--- config.mk ---
export PLATFORM = sky130hd
export DESIGN_NAME = wbq_cfg
export DESIGN_NICKNAME = d
export VERILOG_FILES = /design/src/rtl/wbq_pkg.sv /design/src/rtl/wbq_cfg.sv
export SDC_FILE = /design/constraint.sdc
export NUM_CORES = 1
export LEC_CHECK = 0
export ABC_AREA = 1
export BUFFER_PORTS_ARGS = -buffer_cell sky130_fd_sc_hd__buf_2
export CORE_UTILIZATION = 43
export CTS_CLUSTER_DIAMETER = 80
export CTS_CLUSTER_SIZE = 10
export DETAILED_ROUTE_END_ITERATION = 6
export PLACE_DENSITY_LB_ADDON = 0.1
export SYNTH_ARGS = -nofsm -noshare
export SYNTH_HDL_FRONTEND = slang
export SYNTH_SLANG_ARGS = --single-unit
--- constraint.sdc ---
create_clock -name clk -period 1.7 [get_ports clk]
set_input_delay 0.34 -clock clk [delete_from_list [all_inputs] [get_ports clk]]
set_output_delay 0.34 -clock clk [all_outputs]
set_load 0.03 [all_outputs]
--- src/rtl/wbq_pkg.sv ---
package wbq_pkg;

  // register indexes on the configuration port
  localparam logic [2:0] REG_HALF_WIDTH    = 3'd0;
  localparam logic [2:0] REG_QUAD_HEIGHT   = 3'd1;
  localparam logic [2:0] REG_WAVE_DISTANCE = 3'd2;
  localparam logic [2:0] REG_WAVE_PHASE    = 3'd3;
  localparam logic [2:0] REG_BASE_RGB      = 3'd4;
  localparam logic [2:0] REG_FADE_ALPHA    = 3'd5;
  localparam logic [2:0] REG_BACK_FACES    = 3'd6;
  localparam logic [2:0] REG_U_STEP        = 3'd7;

  localparam int unsigned SINE_TABLE_SIZE = 256;
  localparam logic [7:0]  COS_OFFSET      = 8'd64;

  // quarter wave of sin * 16384, rounded
  localparam logic [14:0] QUARTER_SINE [0:64] = '{
    15'd0,     15'd402,   15'd804,   15'd1205,  15'd1606,  15'd2006,  15'd2404,
    15'd2801,  15'd3196,  15'd3590,  15'd3981,  15'd4370,  15'd4756,  15'd5139,
    15'd5520,  15'd5897,  15'd6270,  15'd6639,  15'd7005,  15'd7366,  15'd7723,
    15'd8076,  15'd8423,  15'd8765,  15'd9102,  15'd9434,  15'd9760,  15'd10080,
    15'd10394, 15'd10702, 15'd11003, 15'd11297, 15'd11585, 15'd11866, 15'd12140,
    15'd12406, 15'd12665, 15'd12916, 15'd13160, 15'd13395, 15'd13623, 15'd13842,
    15'd14053, 15'd14256, 15'd14449, 15'd14635, 15'd14811, 15'd14978, 15'd15137,
    15'd15286, 15'd15426, 15'd15557, 15'd15679, 15'd15791, 15'd15893, 15'd15986,
    15'd16069, 15'd16143, 15'd16207, 15'd16261, 15'd16305, 15'd16340, 15'd16364,
    15'd16379, 15'd16384
  };

  // configuration register file contents
  typedef struct packed {
    logic [19:0] half_width;
    logic [19:0] quad_height;
    logic [19:0] wave_distance;
    logic [7:0]  wave_phase;
    logic [23:0] base_rgb;
    logic [7:0]  fade_alpha;
    logic        back_faces;
    logic [16:0] u_step;
  } cfg_t;

  // sine value in sign and magnitude form
  typedef struct packed {
    logic        neg;
    logic [14:0] mag;
  } sine_t;

  // per particle geometry leaving the arithmetic pipeline
  typedef struct packed {
    logic signed [23:0] px;
    logic signed [23:0] py;
    logic signed [23:0] pz;
    logic signed [23:0] xoff;
    logic signed [23:0] zoff;
    logic signed [23:0] wx;
    logic signed [23:0] wz;
    logic [21:0]        top;
    logic [23:0]        u0;
    logic [23:0]        u1;
    logic signed [15:0] fs;
    logic signed [15:0] fc;
    logic               fin;
  } geo_t;

  // the four corners of one quad, ready for emission
  typedef struct packed {
    logic [23:0]        x_tl;
    logic [23:0]        x_tr;
    logic [23:0]        x_br;
    logic [23:0]        x_bl;
    logic [23:0]        z_tl;
    logic [23:0]        z_tr;
    logic [23:0]        z_br;
    logic [23:0]        z_bl;
    logic [23:0]        y_top;
    logic [23:0]        y_bot;
    logic [23:0]        u0;
    logic [23:0]        u1;
    logic signed [15:0] fs;
    logic signed [15:0] fc;
    logic               fin;
  } corner_t;

  // sine rom lookup, full wave rebuilt from the quarter wave
  function automatic sine_t sine_lookup(input logic [7:0] idx);
    sine_t      res;
    logic [6:0] q;
    q = idx[6] ? (7'd64 - {1'b0, idx[5:0]}) : {1'b0, idx[5:0]};
    res.mag = QUARTER_SINE[q];
    res.neg = idx[7];
    return res;
  endfunction

  // sign and magnitude to two's complement
  function automatic logic signed [15:0] sine_value(input sine_t s);
    logic signed [15:0] m;
    m = $signed({1'b0, s.mag});
    return s.neg ? -m : m;
  endfunction

endpackage

--- src/rtl/wbq_cfg.sv ---
module wbq_cfg (
  input  logic           clk,
  input  logic           rst_n,
  input  logic           psel,
  input  logic           penable,
  input  logic           pwrite,
  input  logic [4:0]     paddr,
  input  logic [31:0]    pwdata,
  output logic [31:0]    prdata,
  output logic           pready,
  output wbq_pkg::cfg_t  cfg
);
  import wbq_pkg::*;

  cfg_t       cfg_r;
  logic       wr_en;
  logic [2:0] reg_idx;

  assign pready  = 1'b1;
  assign wr_en   = psel && penable && pwrite;
  assign reg_idx = paddr[4:2];
  assign cfg     = cfg_r;

  // register writes
  always_ff @(posedge clk) begin
    if (!rst_n) begin
      cfg_r.half_width    <= 20'd8192;
      cfg_r.quad_height   <= 20'd16384;
      cfg_r.wave_distance <= 20'd2560;
      cfg_r.wave_phase    <= 8'd0;
      cfg_r.base_rgb      <= 24'hFFFFFF;
      cfg_r.fade_alpha    <= 8'hFF;
      cfg_r.back_faces    <= 1'b0;
      cfg_r.u_step        <= 17'd65536;
    end else if (wr_en) begin
      case (reg_idx)
        REG_HALF_WIDTH:    cfg_r.half_width    <= pwdata[19:0];
        REG_QUAD_HEIGHT:   cfg_r.quad_height   <= pwdata[19:0];
        REG_WAVE_DISTANCE: cfg_r.wave_distance <= pwdata[19:0];
        REG_WAVE_PHASE:    cfg_r.wave_phase    <= pwdata[7:0];
        REG_BASE_RGB:      cfg_r.base_rgb      <= pwdata[23:0];
        REG_FADE_ALPHA:    cfg_r.fade_alpha    <= pwdata[7:0];
        REG_BACK_FACES:    cfg_r.back_faces    <= pwdata[0];
        REG_U_STEP:        cfg_r.u_step        <= pwdata[16:0];
        default: ;
      endcase
    end
  end

  // read back
  always_comb begin
    case (reg_idx)
      REG_HALF_WIDTH:    prdata = {12'd0, cfg_r.half_width};
      REG_QUAD_HEIGHT:   prdata = {12'd0, cfg_r.quad_height};
      REG_WAVE_DISTANCE: prdata = {12'd0, cfg_r.wave_distance};
      REG_WAVE_PHASE:    prdata = {24'd0, cfg_r.wave_phase};
      REG_BASE_RGB:      prdata = {8'd0, cfg_r.base_rgb};
      REG_FADE_ALPHA:    prdata = {24'd0, cfg_r.fade_alpha};
      REG_BACK_FACES:    prdata = {31'd0, cfg_r.back_faces};
      REG_U_STEP:        prdata = {15'd0, cfg_r.u_step};
      default:           prdata = 32'd0;
    endcase
  end

endmodule

# Word-level counts from Yosys, hierarchy flattened

Index checks and enable logic that the tools add are counted.

Output and inout bits: 151
Bits of input ports: 42
Register bits after elaboration: 118

Eq/ne operators: 7
Reductions and logical operators: 11
Mux-type cells: 1

Operators by type and width:

| cell               | number |
|---|---|
| $pmux 32 s8        | 1 |
| $reduce_and 2->1   | 8 |
| $eq 3x3->1 const B | 4 |
| $eq 3x2->1 const B | 2 |
| $eq 3x1->1 const B | 1 |
| $logic_not 3->1    | 1 |
| $logic_and 1x1->1  | 2 |

# Longest topological paths before layout

Word-level depth: 3
Gate-level depth with buffers: 9

# Least setup slack after synthesis

No wires, ideal clock.

Path kind: input-to-output
Start: input port paddr[2]
End: output port prdata[8]
Path buffers: 2
Data required time: 1.360 ns
Arrival: 1.378 ns
Stages: 9
Path slack: -0.018 ns
Path through: buf_6 > nor2_4 > nand2_4 > inv_1 > buf_2 > nand2_1 > nand2_1 > nor2_1 > nand2_1

Longest elaborated chain between the ends: 2

RTL lines:

| item                               | RTL line      | RTL |
|---|---|---|
| start, declared                    | wbq_cfg.sv:7  | `input logic [4:0] paddr,` |
| $eq 3x3->1 (tied with other cells) | wbq_cfg.sv:52 | `case (reg_idx)` |
| $pmux 32 s8 (*)                    | wbq_cfg.sv:52 |  |
| end, declared                      | wbq_cfg.sv:9  | `output logic [31:0] prdata,` |

Every way passes the cells marked *; elsewhere a longest branch is shown, timed or not. The select of a mux whose other input is x is not followed.

# Final worst setup path

Start: input port paddr[4]
End: output port prdata[1]

The elaborated chain is that of the path after synthesis.

==> run metrics <==
ant diodes=0; largest net degree at the start of global routing=approximately 120; most used cell, CP=buf_4; vias in the first global route=~5300; largest area contributor in the netlist=dfxtp_1; initial antenna violation count=0; Place WS=-0.131 ns; core area=0.0121 mm^2; Power Internal=5230 uW; grt peak-use layer=met2; fillers=roughly 1100; setup TNS=0 ns; worst hold endpoint=cfg[47]; async set-or-reset flop fraction in the synthesized netlist=0%; final setup violation count=0; EDFF count, synth=0; reg2reg setup slack=0.96 ns; Hold Path Class=in2reg; Max H-tree Level=4; # Max-Cap Violations=0; Largest register FFs=118; num rows=40; clk slew on worst S/H paths=around 0.05 ns; unrepaired setup endpoints after global routing=true; Post-DP HPWL=~12000 um; worst-skew pair later-pin latency=0.42 ns; Data arrival, critical path=around 1.4 ns; CTS tree=built; DR WL/cell=roughly 16 um; crit-path leading delay family=buffers and inverters; top cells by area, synth=dfxtp_1, nor2_1, nand2_1, o21ai_0, nand3_1; Reg area=0.00237 mm^2; Post-CTS Hold Buffers=0; pwr dens=937 mW/mm^2; Synth Cell Area=0.00535 mm^2; root buffer cell=clkbuf_16; Routed WL=about 19000 um; Clk network pwr share=approximately 48%; first-pass GRT wire length=28000 um; fin worst setup slack=between 0.006 and 0.007 ns; NetSw=about 1700 uW; WHS Path Cells=3; met1 Use GR=between 30% and 40%; reg-to-reg critical path endpoint=cfg[79]; syn_area_per_cell=slightly below 7 um^2; IO Port Bufs=between 150 and 200; die width=114 um; WS Path Type=in2out; drt drc=0; DR vias=around 6000; Ports=a little under 200; Die Footprint=0.0129 mm^2; top cell type's share of synthesized area=approximately 44%; Critical Path Source=paddr[4]; VDD IR-drop max=about 570 uV; Synth cell types=22; sequential-to-total area share from yosys stat=between 40% and 50%; endpoint class of the critical path=output pin; Multi-input gate area=between 0.002 and 0.003 mm^2; predominant post-synthesis flop cell=dfxtp_1; CP cell instances=buf_4 -> buf_12 -> buf_4 -> nand4_1 -> nand2_2 -> nor2_4 -> nand3_2 -> buf_6; FF+latch count, synth=~120; switch share=25.0%; Synth Warn #=0; Leak Pwr=between 0.003 and 0.004 uW; GPL Wtd Cong=0.866; CP max stage cell=nor2_4; clock sinks=roughly 120; met2 Usage GRT=45.6%; clk buf depth=2; area grow syn2layout=39.1%; Pins Over Slew Limit=0; post-layout minimum cycle time=approximately 1.7 ns; initial core utilization=44.4%; GRT overflow=0; status=complete, no violations; post-DR vias/cell=approximately 5.2; Worst Path Max Fanout=6; R2R depth=2; crit share post-route=between 90% and 100%; Clock Skews=0 ns; worst reg2reg startpoint=cfg[79]; share of layout cells above drive strength 1=around a third; Die Height=~110 um; min-delay src=pwdata[21]; Comb pwr share=between 10% and 20%; sequential power share=approximately two fifths; nets=between 1000 and 1500; fmax=between 500 and 600 MHz; CP bufs+invs=4; Final Hold Viols=0; Synth Instances=approximately 780; Post-DRT Antenna Nets=0; initial DRC count=roughly 600; CP Data Required Time=between 1 and 1.5 ns; met3 GRT Util=roughly 7.5%; Num CTS Buffers=17; Total Routing Usage GR=around 29%; crit-path max cell delay=around 0.16 ns; overall power=6980 uW; DR pass1 iterations=5; Worst setup SP type=input port
tightest hold or removal path, stage by stage:
cell	delay (ns)
buf_2	0.08
nand2_1	0.04
nand3_1	0.06
worst max-delay path by stage:
stage / end / slack [ns] / cells after the start
floorplan: prdata[17] / 0.001 / 7
global placement: prdata[8] / -0.11 / 9
detailed placement: prdata[13] / -0.13 / 9
CTS: prdata[13] / -0.003 / 10
global route: prdata[2] / -0.02 / 5
finish: prdata[1] / 0.006 / 8
synth_stat cells, types with 5 or more instances:
cell	count
inv_1	25
nor3_1	9
nand2_1	186
buf_6	6
nor2_4	5
dfxtp_1	118
clkbuf_1	14
nand4_1	29
buf_4	18
nor2_1	199
o21ai_0	77
inv_2	7
buf_2	17
nand3_1	55
kinds of logic after synthesis:
logic type	share of synthesized area, %
AOI/OAI and AO/OA	7.57
buffers and inverters	8.86
DFF	44.1
other	0.140
and+or+nand+nor	39.3
cell type report:
type / count / share of cell area (%)
multi-input cells: 583 / 36.4
flip-flops and latches: 118 / 31.8
repair buffers: 220 / 19.7
clock buffers: 25 / 6.79
well taps: 168 / 2.82
inverters: 33 / 1.88
clock inverters: 4 / 0.605
power groups by stage:
stage / clock (uW) / combinational, uW / sequential (uW)
final: 3350 / 785 / 2840
after global routing: 3520 / 831 / 2840
after CTS: 3390 / 711 / 2830
after detailed placement: 0 / 682 / 2890
after global placement: 0 / 675 / 2890
after floorplan: 0 / 352 / 2960
placed cells by master, fill, tap and decap left out, types with 8 or more instances in the layout:
master | Yosys | routed
buf_12 | 0 | 8
nand4_1 | 29 | 29
clkbuf_16 | 0 | 19
inv_1 | 25 | 23
nor2_1 | 199 | 183
nand2_1 | 186 | 168
buf_6 | 6 | 14
nor3_1 | 9 | 9
nand3_2 | 3 | 12
nand2_2 | 0 | 18
dfxtp_1 | 118 | 113
nor2_2 | 2 | 11
conb_1 | 2 | 9
buf_2 | 17 | 150
buf_4 | 18 | 44
o21ai_0 | 77 | 77
nor2_4 | 5 | 12
nand3_1 | 55 | 47
stage by stage:
stage	area [um^2]	hold slack (ns)	std cells	util [%]
6_report	7450	0.143	1151	61.7
5_1_grt	7450	0.153	1151	61.7
4_1_cts	7170	0.133	1142	59.4
3_5_place_dp	6530	0.468	1113	54.1
3_3_place_gp	6530	0.457	1113	54.1
2_1_floorplan	5400	0.466	790	-
repair_timing:
item	in CTS	in global routing
cloned	0	3
setup endpoints to repair	20	20
pin swaps	7	25
setup buffers	0	7
resized for setup	33	66
per-layer routing:
layer | part of all wire [%] | vias up | wire length, um
li1 | - | 2871 | -
met1 | 43 | 2833 | 7990
met2 | 47 | 273 | 8750
met3 | 8.7 | 25 | 1610
met4 | 1.5 | 0 | 276
met5 | 0 | - | 0
No activity file was read; power rests on OpenSTA's default activity.
