==> src/rtl/wbq_pkg.sv <==
package wbq_pkg;

  // register indexes on the configuration port
  localparam logic [2:0] REG_HALF_WIDTH    = 3'd0;
  localparam logic [2:0] REG_QUAD_HEIGHT   = 3'd1;
  localparam logic [2:0] REG_WAVE_DISTANCE = 3'd2;
  localparam logic [2:0] REG_WAVE_PHASE    = 3'd3;
  localparam logic [2:0] REG_BASE_RGB      = 3'd4;
  localparam logic [2:0] REG_FADE_ALPHA    = 3'd5;
  localparam logic [2:0] REG_BACK_FACES    = 3'd6;
  localparam logic [2:0] REG_U_STEP        = 3'd7;

  localparam int unsigned SINE_TABLE_SIZE = 256;
  localparam logic [7:0]  COS_OFFSET      = 8'd64;

  // quarter wave of sin * 16384, rounded
  localparam logic [14:0] QUARTER_SINE [0:64] = '{
    15'd0,     15'd402,   15'd804,   15'd1205,  15'd1606,  15'd2006,  15'd2404,
    15'd2801,  15'd3196,  15'd3590,  15'd3981,  15'd4370,  15'd4756,  15'd5139,
    15'd5520,  15'd5897,  15'd6270,  15'd6639,  15'd7005,  15'd7366,  15'd7723,
    15'd8076,  15'd8423,  15'd8765,  15'd9102,  15'd9434,  15'd9760,  15'd10080,
    15'd10394, 15'd10702, 15'd11003, 15'd11297, 15'd11585, 15'd11866, 15'd12140,
    15'd12406, 15'd12665, 15'd12916, 15'd13160, 15'd13395, 15'd13623, 15'd13842,
    15'd14053, 15'd14256, 15'd14449, 15'd14635, 15'd14811, 15'd14978, 15'd15137,
    15'd15286, 15'd15426, 15'd15557, 15'd15679, 15'd15791, 15'd15893, 15'd15986,
    15'd16069, 15'd16143, 15'd16207, 15'd16261, 15'd16305, 15'd16340, 15'd16364,
    15'd16379, 15'd16384
  };

  // configuration register file contents
  typedef struct packed {
    logic [19:0] half_width;
    logic [19:0] quad_height;
    logic [19:0] wave_distance;
    logic [7:0]  wave_phase;
    logic [23:0] base_rgb;
    logic [7:0]  fade_alpha;
    logic        back_faces;
    logic [16:0] u_step;
  } cfg_t;

  // sine value in sign and magnitude form
  typedef struct packed {
    logic        neg;
    logic [14:0] mag;
  } sine_t;

  // per particle geometry leaving the arithmetic pipeline
  typedef struct packed {
    logic signed [23:0] px;
    logic signed [23:0] py;
    logic signed [23:0] pz;
    logic signed [23:0] xoff;
    logic signed [23:0] zoff;
    logic signed [23:0] wx;
    logic signed [23:0] wz;
    logic [21:0]        top;
    logic [23:0]        u0;
    logic [23:0]        u1;
    logic signed [15:0] fs;
    logic signed [15:0] fc;
    logic               fin;
  } geo_t;

  // the four corners of one quad, ready for emission
  typedef struct packed {
    logic [23:0]        x_tl;
    logic [23:0]        x_tr;
    logic [23:0]        x_br;
    logic [23:0]        x_bl;
    logic [23:0]        z_tl;
    logic [23:0]        z_tr;
    logic [23:0]        z_br;
    logic [23:0]        z_bl;
    logic [23:0]        y_top;
    logic [23:0]        y_bot;
    logic [23:0]        u0;
    logic [23:0]        u1;
    logic signed [15:0] fs;
    logic signed [15:0] fc;
    logic               fin;
  } corner_t;

  // sine rom lookup, full wave rebuilt from the quarter wave
  function automatic sine_t sine_lookup(input logic [7:0] idx);
    sine_t      res;
    logic [6:0] q;
    q = idx[6] ? (7'd64 - {1'b0, idx[5:0]}) : {1'b0, idx[5:0]};
    res.mag = QUARTER_SINE[q];
    res.neg = idx[7];
    return res;
  endfunction

  // sign and magnitude to two's complement
  function automatic logic signed [15:0] sine_value(input sine_t s);
    logic signed [15:0] m;
    m = $signed({1'b0, s.mag});
    return s.neg ? -m : m;
  endfunction

endpackage

==> src/rtl/wbq_emit.sv <==
module wbq_emit (
  input  logic               clk,
  input  logic               rst_n,
  input  wbq_pkg::cfg_t      cfg,
  input  logic               geo_valid,
  output logic               geo_ready,
  input  wbq_pkg::geo_t      geo,
  output logic               out_valid,
  input  logic               out_stall,
  output logic signed [23:0] out_vert_x,
  output logic signed [23:0] out_vert_y,
  output logic signed [23:0] out_vert_z,
  output logic [23:0]        out_tex_u,
  output logic               out_tex_v,
  output logic [31:0]        out_vert_color,
  output logic signed [15:0] out_normal_x,
  output logic signed [15:0] out_normal_z,
  output logic signed [15:0] out_tangent_x,
  output logic signed [15:0] out_tangent_z,
  output logic               out_last_vertex,
  output logic               out_end_of_volume
);
  import wbq_pkg::*;

  localparam logic [1:0] CORNER_TL = 2'd0;
  localparam logic [1:0] CORNER_TR = 2'd1;
  localparam logic [1:0] CORNER_BR = 2'd2;
  localparam logic [1:0] CORNER_BL = 2'd3;

  // quad buffer
  logic        bv_r;
  corner_t     buf_r;
  corner_t     buf_nxt;
  logic [2:0]  cnt_r;
  logic        emit, last, buf_take, back;
  logic [1:0]  corner;

  // output register
  logic               ov_r;
  logic signed [23:0] ox_r, oy_r, oz_r;
  logic [23:0]        ou_r;
  logic               ov_v_r;
  logic [31:0]        ocol_r;
  logic signed [15:0] onx_r, onz_r, otx_r, otz_r;
  logic               olast_r, oeov_r;

  // selected vertex
  logic [23:0]        vx, vy, vz, vu;
  logic               vtv;

  logic signed [23:0] wx_l, wx_r, wz_l, wz_r;

  assign emit      = bv_r && (!ov_r || !out_stall);
  assign last      = cfg.back_faces ? (cnt_r == 3'd7) : (cnt_r == 3'd3);
  assign buf_take  = !bv_r || (emit && last);
  assign geo_ready = buf_take;
  assign back      = cnt_r[2];
  assign corner    = back ? ~cnt_r[1:0] : cnt_r[1:0];

  // corner positions
  assign wx_l = geo.px - geo.xoff;
  assign wx_r = geo.px + geo.xoff;
  assign wz_l = geo.pz - geo.zoff;
  assign wz_r = geo.pz + geo.zoff;

  always_comb begin
    buf_nxt.x_bl  = wx_l;
    buf_nxt.x_br  = wx_r;
    buf_nxt.x_tl  = wx_l + geo.wx;
    buf_nxt.x_tr  = wx_r + geo.wx;
    buf_nxt.z_bl  = wz_l;
    buf_nxt.z_br  = wz_r;
    buf_nxt.z_tl  = wz_l + geo.wz;
    buf_nxt.z_tr  = wz_r + geo.wz;
    buf_nxt.y_bot = geo.py;
    buf_nxt.y_top = geo.py + $signed({2'b0, geo.top});
    buf_nxt.u0    = geo.u0;
    buf_nxt.u1    = geo.u1;
    buf_nxt.fs    = geo.fs;
    buf_nxt.fc    = geo.fc;
    buf_nxt.fin   = geo.fin;
  end

  // buffer and vertex count
  always_ff @(posedge clk) begin
    if (!rst_n) begin
      bv_r  <= 1'b0;
      cnt_r <= 3'd0;
    end else if (buf_take) begin
      bv_r  <= geo_valid;
      cnt_r <= 3'd0;
    end else if (emit) begin
      cnt_r <= cnt_r + 3'd1;
    end
  end

  always_ff @(posedge clk) begin
    if (buf_take && geo_valid) begin
      buf_r <= buf_nxt;
    end
  end

  // vertex select
  always_comb begin
    case (corner)
      CORNER_TL: begin
        vx = buf_r.x_tl; vy = buf_r.y_top; vz = buf_r.z_tl; vu = buf_r.u0; vtv = 1'b0;
      end
      CORNER_TR: begin
        vx = buf_r.x_tr; vy = buf_r.y_top; vz = buf_r.z_tr; vu = buf_r.u1; vtv = 1'b0;
      end
      CORNER_BR: begin
        vx = buf_r.x_br; vy = buf_r.y_bot; vz = buf_r.z_br; vu = buf_r.u1; vtv = 1'b1;
      end
      CORNER_BL: begin
        vx = buf_r.x_bl; vy = buf_r.y_bot; vz = buf_r.z_bl; vu = buf_r.u0; vtv = 1'b1;
      end
      default: begin
        vx = buf_r.x_bl; vy = buf_r.y_bot; vz = buf_r.z_bl; vu = buf_r.u0; vtv = 1'b1;
      end
    endcase
  end

  // output valid
  always_ff @(posedge clk) begin
    if (!rst_n) begin
      ov_r <= 1'b0;
    end else if (!ov_r || !out_stall) begin
      ov_r <= emit;
    end
  end

  // output payload
  always_ff @(posedge clk) begin
    if (emit) begin
      ox_r    <= vx;
      oy_r    <= vy;
      oz_r    <= vz;
      ou_r    <= vu;
      ov_v_r  <= vtv;
      ocol_r  <= {cfg.fade_alpha, cfg.base_rgb};
      onx_r   <= back ? -buf_r.fc : buf_r.fc;
      onz_r   <= back ? buf_r.fs : -buf_r.fs;
      otx_r   <= -buf_r.fs;
      otz_r   <= -buf_r.fc;
      olast_r <= last;
      oeov_r  <= last && buf_r.fin;
    end
  end

  assign out_valid         = ov_r;
  assign out_vert_x        = ox_r;
  assign out_vert_y        = oy_r;
  assign out_vert_z        = oz_r;
  assign out_tex_u         = ou_r;
  assign out_tex_v         = ov_v_r;
  assign out_vert_color    = ocol_r;
  assign out_normal_x      = onx_r;
  assign out_normal_z      = onz_r;
  assign out_tangent_x     = otx_r;
  assign out_tangent_z     = otz_r;
  assign out_last_vertex   = olast_r;
  assign out_end_of_volume = oeov_r;

endmodule

==> config.mk <==
export PLATFORM = sky130hd
export DESIGN_NAME = wbq_emit
export DESIGN_NICKNAME = d
export VERILOG_FILES = /design/src/rtl/wbq_pkg.sv /design/src/rtl/wbq_emit.sv
export SDC_FILE = /design/constraint.sdc
export NUM_CORES = 1
export LEC_CHECK = 0
export BUFFER_PORTS_ARGS = -buffer_cell sky130_fd_sc_hd__clkbuf_2
export CAP_MARGIN = 5
export CORE_ASPECT_RATIO = 0.5
export CORE_MARGIN = 1.5
export CORE_UTILIZATION = 50
export DETAILED_ROUTE_END_ITERATION = 10
export PLACE_DENSITY = 0.75
export SLEW_MARGIN = 40
export SYNTH_ARGS = -nofsm -noshare
export SYNTH_HDL_FRONTEND = slang
export SYNTH_SLANG_ARGS = --single-unit
==> constraint.sdc <==
create_clock -name clk -period 16.5 [get_ports clk]
set_input_delay 0.825 -clock clk [delete_from_list [all_inputs] [get_ports clk]]
set_output_delay 0.825 -clock clk [all_outputs]
set_load 0.005 [all_outputs]
# Word-level counts from Yosys, hierarchy flattened

Index checks and enable logic that the tools add are counted.

Bits in registers: 521
Bits in latches: 0
Bits in writable memories: 0
Bits in read-only memories: 0
Input port bits: 393
Output and inout bits: 197
Logic and storage cells: 73
Memories: 0

$add $sub $neg: 12
$mul: 0
Div/mod/pow operators: 0
Magnitude comparators: 0
Eq/ne operators: 5
Shifts and indexed selects: 0
Muxes and demuxes: 9
Bitwise gates (word level): 2
Reduce and logical (&&, ||, !) cells: 15

Operators by type and width:

| operator                                                              | count |
|---|---|
| 24-bit case mux with 4 select lines                                   | 2 |
| 24-bit adder                                                          | 6 |
| 24-bit case mux with 2 select lines                                   | 2 |
| 24-bit subtractor                                                     | 2 |
| 16-bit 2-to-1 mux                                                     | 2 |
| 16-bit negator                                                        | 2 |
| 24-bit by 23-bit adder with 24-bit output                             | 1 |
| 2-bit OR reduction                                                    | 5 |
| 2-bit equality test, second input constant                            | 2 |
| 1-bit logical AND                                                     | 4 |
| 3-bit by 1-bit adder with 3-bit output, second input constant         | 1 |
| 3-bit by 2-bit equality test with 1-bit output, second input constant | 1 |
| 3-bit equality test, second input constant                            | 1 |
| 1-bit zero test                                                       | 3 |
| 2-bit by 1-bit equality test with 1-bit output, second input constant | 1 |
| 2-bit zero test                                                       | 1 |
| 1-bit logical OR                                                      | 2 |
| 2-bit 2-to-1 mux                                                      | 1 |
| 2-bit inverter                                                        | 1 |
| 1-bit case mux with 2 select lines                                    | 1 |
| 1-bit 2-to-1 mux                                                      | 1 |
| 1-bit inverter                                                        | 1 |

# Depth between registers and ports, before layout

Depth after elaboration: 6
Depth in mapped cells: 22
Mapped depth without buffers: 22

# Least setup slack after synthesis

Ideal clock, no wire load.

Path type: input port to flip-flop
Start: in cfg[17] in the netlist's numbering
End: reg buf_r[0] in the netlist's numbering (enable)
Setup time: 1.044 ns
Arrival time: 15.315 ns
Data required time: 15.456 ns
Path slack: 0.141 ns
Stages on the path: 4
Path buffers: 0
Cells stage by stage: xnor2_1 -> nand2_1 -> o21a_1 -> nor2b_1

Cells in the longest elaborated chain, start to end: 4

RTL lines:

| item                   | line           | RTL |
|---|---|---|
| start: declaration     | wbq_emit.sv:4  | `input wbq_pkg::cfg_t cfg,` |
| 1-bit 2-to-1 mux       | wbq_emit.sv:54 | `assign last = cfg.back_faces ? (cnt_r == 3'd7) : (cnt_r == 3'd3);` |
| 1-bit logical AND      | wbq_emit.sv:55 | `assign buf_take = !bv_r \|\| (emit && last);` |
| 1-bit logical OR       | wbq_emit.sv:55 |  |
| 1-bit logical AND      | wbq_emit.sv:98 | `if (buf_take && geo_valid) begin` |
| end signal: assignment | wbq_emit.sv:99 | `buf_r <= buf_nxt;` |
| end: declaration       | wbq_emit.sv:32 | `corner_t buf_r;` |

No other way between the ends.
A chain may end at the register's enable or synchronous reset.

==> impl_results.md <==
* Status: complete, no violations
* Core Footprint at 0.0558 mm2
* Via density at 5.42
* Worst rel slew slack at between 40% and 50%
* Initial Util at between 50% and 60%
* Worst Setup SP: geo[247]
* Initial antenna violation count at 6
* Sequential power share at 44.9%
* Cell internal pwr at approximately 2.7 mW
* Post-synthesis instance total at about 2300
* Worst slack, placed at around 11 ns
* First-pass GRT wire length at 102 mm
* # clock sinks at just over 500
* Clock latency on the worst-skew pair at 0.57 ns
* Top cell by count, worst path: a21oi_1
* Routed Antenna Nets at 0
* Vias at 19500
* Final Skew at 0.0112 ns
* Share of post-route cells with drive strength above 1 at 24.3%
* Fin crit period at around 5.4 ns
* Number of global-route vias before repair at 19200
* FF-to-FF Start: cnt_r[0]
* Setup Crit Path Kind: input pin to flop
* Die Y at 171 um
* Max incr delay on CP at 0.61 ns
* Startpoint type of the worst setup path: input pin
* Most common cell after layout, fill and taps aside: edfxtp_1
* CP arrival at 5.69 ns
* GR Layer Usage met2 at 39.9%
* Synth area leader: edfxtp_1
* Setup repair bufs after CTS at 0
* Hold Startpoint: cfg[48]
* Drt pass-1 iters at 5
* Final Util at ~60%
* Worst Path Max Fanout at 4
* Setup violations, final at 0
* Row count at slightly above 60
* # Max-Cap Violations at 0
* Max Buffers Root-to-Sink at 3
* Yosys cell types at 78
* Slew Limit Fails at 0
* Sw frac at 28.4%
* F_max at approximately 0.19 GHz
* Area of the multi-input gates at 0.0122 mm2
* Worst Path Buf+Inv at 3
* Maximum vdd drop at roughly 0.000063 V
* Total Neg Setup Slack at 0 ns
* Worst Setup EP: buf_r[319]
* Syn nets at just under 3000
* CP cell instances: clkbuf_2 > inv_1 > ha_1 > inv_1 > fa_1 > a21o_1 > a31o_2 > a21oi_1 > o21ai_0 > a41oi_1 > nand2b_1 > a21oi_1 > xnor2_1 > ha_1 > and3_1 > nand2_1 > o41ai_1 > a21oi_1 > a211oi_1 > a21o_1 > a21oi_1 > xnor2_1
* WP data required at about 17 ns
* Inserted Clock Buffers at 48
* Flops & latches, synth at 517
* Fillers at 4426
* DP Wirelength at 50.5 mm
* Post-synthesis sequential area ratio at 54.5%
* Logic pwr share at 25.3%
* CP delay by family, top: compound AO/OA/AOI/OAI gates
* LEAKAGE at around 14 nW
* IO Count at about 600
* GR Layer Usage met1 at between 20% and 30%
* Post-synth EDFFs at 512
* Cells on worst reg2reg path at 7
* Syn avg cell area at 12.4 um2
* H-tree Lvls at 2
* Commonest non-fill, non-tap cells in the layout: 512 x edfxtp_1, 504 x clkbuf_2, 218 x ha_1
* Total wire length at 66.1 mm
* PwrDens at 113 mW/mm2
* P&R area growth vs syn at 17.5%
* Storage cell area at approximately 0.015 mm2
* Critical path capture point type: flop
* Clk pin slew, worst setup/hold paths at roughly 0.070 ns
* Initial DRC count at about 1200
* Global Route Usage Sum at between 20 and 25%
* CTS Hold Bufs at 0
* Synth top area share at a little over half
* Asr flop ratio synth at 0%
* Routed WL per cell at between 15 and 20 um
* Clk pwr share at between 20% and 30%
* Fin Hold WS at 0.420 ns
* DRC Markers at 0
* Post-CTS resize count at 0
* Critical path's slowest cell: o41ai_1
* Flop-to-flop setup slack at 13.32 ns
* Top Usage Layer GRT: met2
* Largest net degree at the start of global routing at between 150 and 200
* Nets@finish at 3408
* Top_reg_cell synth: edfxtp_1
* Final Cycle Share at 32.6%
* PortBufs at 504
* Min-Delay Path Class: input pin to flop
* Final Hold Vio Count at 0
* Die ar. at 0.0583 mm2
* YS warnings at 0
* Total grt overflow at 0
* Worst setup margin at 11.13 ns
* Unrepaired setup endpoints after global routing: no
* Actual slew at the worst max-slew pin at a little under 0.8 ns
* GPL Wtd Cong at 0.913
* Post-Syn Area at between 0.02 and 0.03 mm2
* Synth area leaders: edfxtp_1 54%, ha_1 9.6%, xnor2_1 5.0%
* Die Span X at 340 um
* Crit path depth at 22
* CTS tree: done
* RR Endpoint: buf_r[157]
* Psw at around 1.1 mW
* Clock Root Buffer: clkbuf_16
* Met3 usage at about 3.1%
worst min-delay path by stage:
stage / endpoint / slack (ns) / cells after the start
2_1_floorplan: out_normal_x[0] / 0.44 / 0
6_report: out_vert_color[22] / 0.42 / 1
3_5_place_dp: out_normal_x[0] / 0.48 / 0
3_3_place_gp: out_normal_z[0] / 0.48 / 0
5_1_grt: buf_r[24] / 0.39 / 1
4_1_cts: buf_r[52] / 0.39 / 1
through the flow:
step           power (mW)  cells  cell area, um2
6_report             3.78   3590           33400
5_1_grt              3.97   3588           33400
4_1_cts              3.80   3581           33300
3_5_place_dp         2.67   3493           31700
3_3_place_gp         2.64   3493           31700
2_1_floorplan        2.43   2287           28400
kinds of logic after synthesis:
group,share of synthesized area (%)
AND/OR/NAND/NOR,8.86
flip-flops,54.5
AO/OA/AOI/OAI,11.3
XOR/XNOR,7.68
adder cells (fa/ha/maj),10.2
buffers and inverters,2.53
multiplexers,4.82
area by class of cell:
cell class / instances / area share [%]
repair buffers: 517 / 8.00
inverters: 119 / 1.34
multi-input cells: 1585 / 36.6
clock buffers: 59 / 3.79
clock inverters: 29 / 0.953
diodes: 8 / 0.0600
well taps: 756 / 2.84
flip-flops and latches: 517 / 46.4
power groups by stage:
stage	sequential, mW	clock (mW)	combinational [mW]
finish	1.70	1.12	0.959
global route	1.71	1.19	1.06
CTS	1.70	1.15	0.951
detailed placement	1.73	0	0.943
global placement	1.72	0	0.917
floorplan	1.75	0	0.674
registers in the layout (all words and copies together) (netlist names), 16 cells and up:
register	cells
out_normal_z	16
out_vert_y	24
out_tex_u	24
buf_r	319
out_vert_color	32
out_vert_x	24
out_normal_x	16
out_vert_z	24
cell usage after synthesis, types with 25 or more instances:
master and instances:
xor2_1 86, nor3_1 37, a21o_1 76, nand2_1 152, o21ai_0 77, nor2_1 189, a21oi_1 156, inv_1 119
edfxtp_1 512, o21a_1 32, ha_1 218, clkbuf_1 46, nand2b_1 36, xnor2_1 163, mux4_2 46, mux2_2 25
per-layer routing:
layer  part of all wire, %  vias up
met3                   4.9      116
met5                     0        -
li1                      -     9499
met4                   3.0        0
met2                    51      520
met1                    41     9330
No activity file was read; power rests on OpenSTA's default activity.
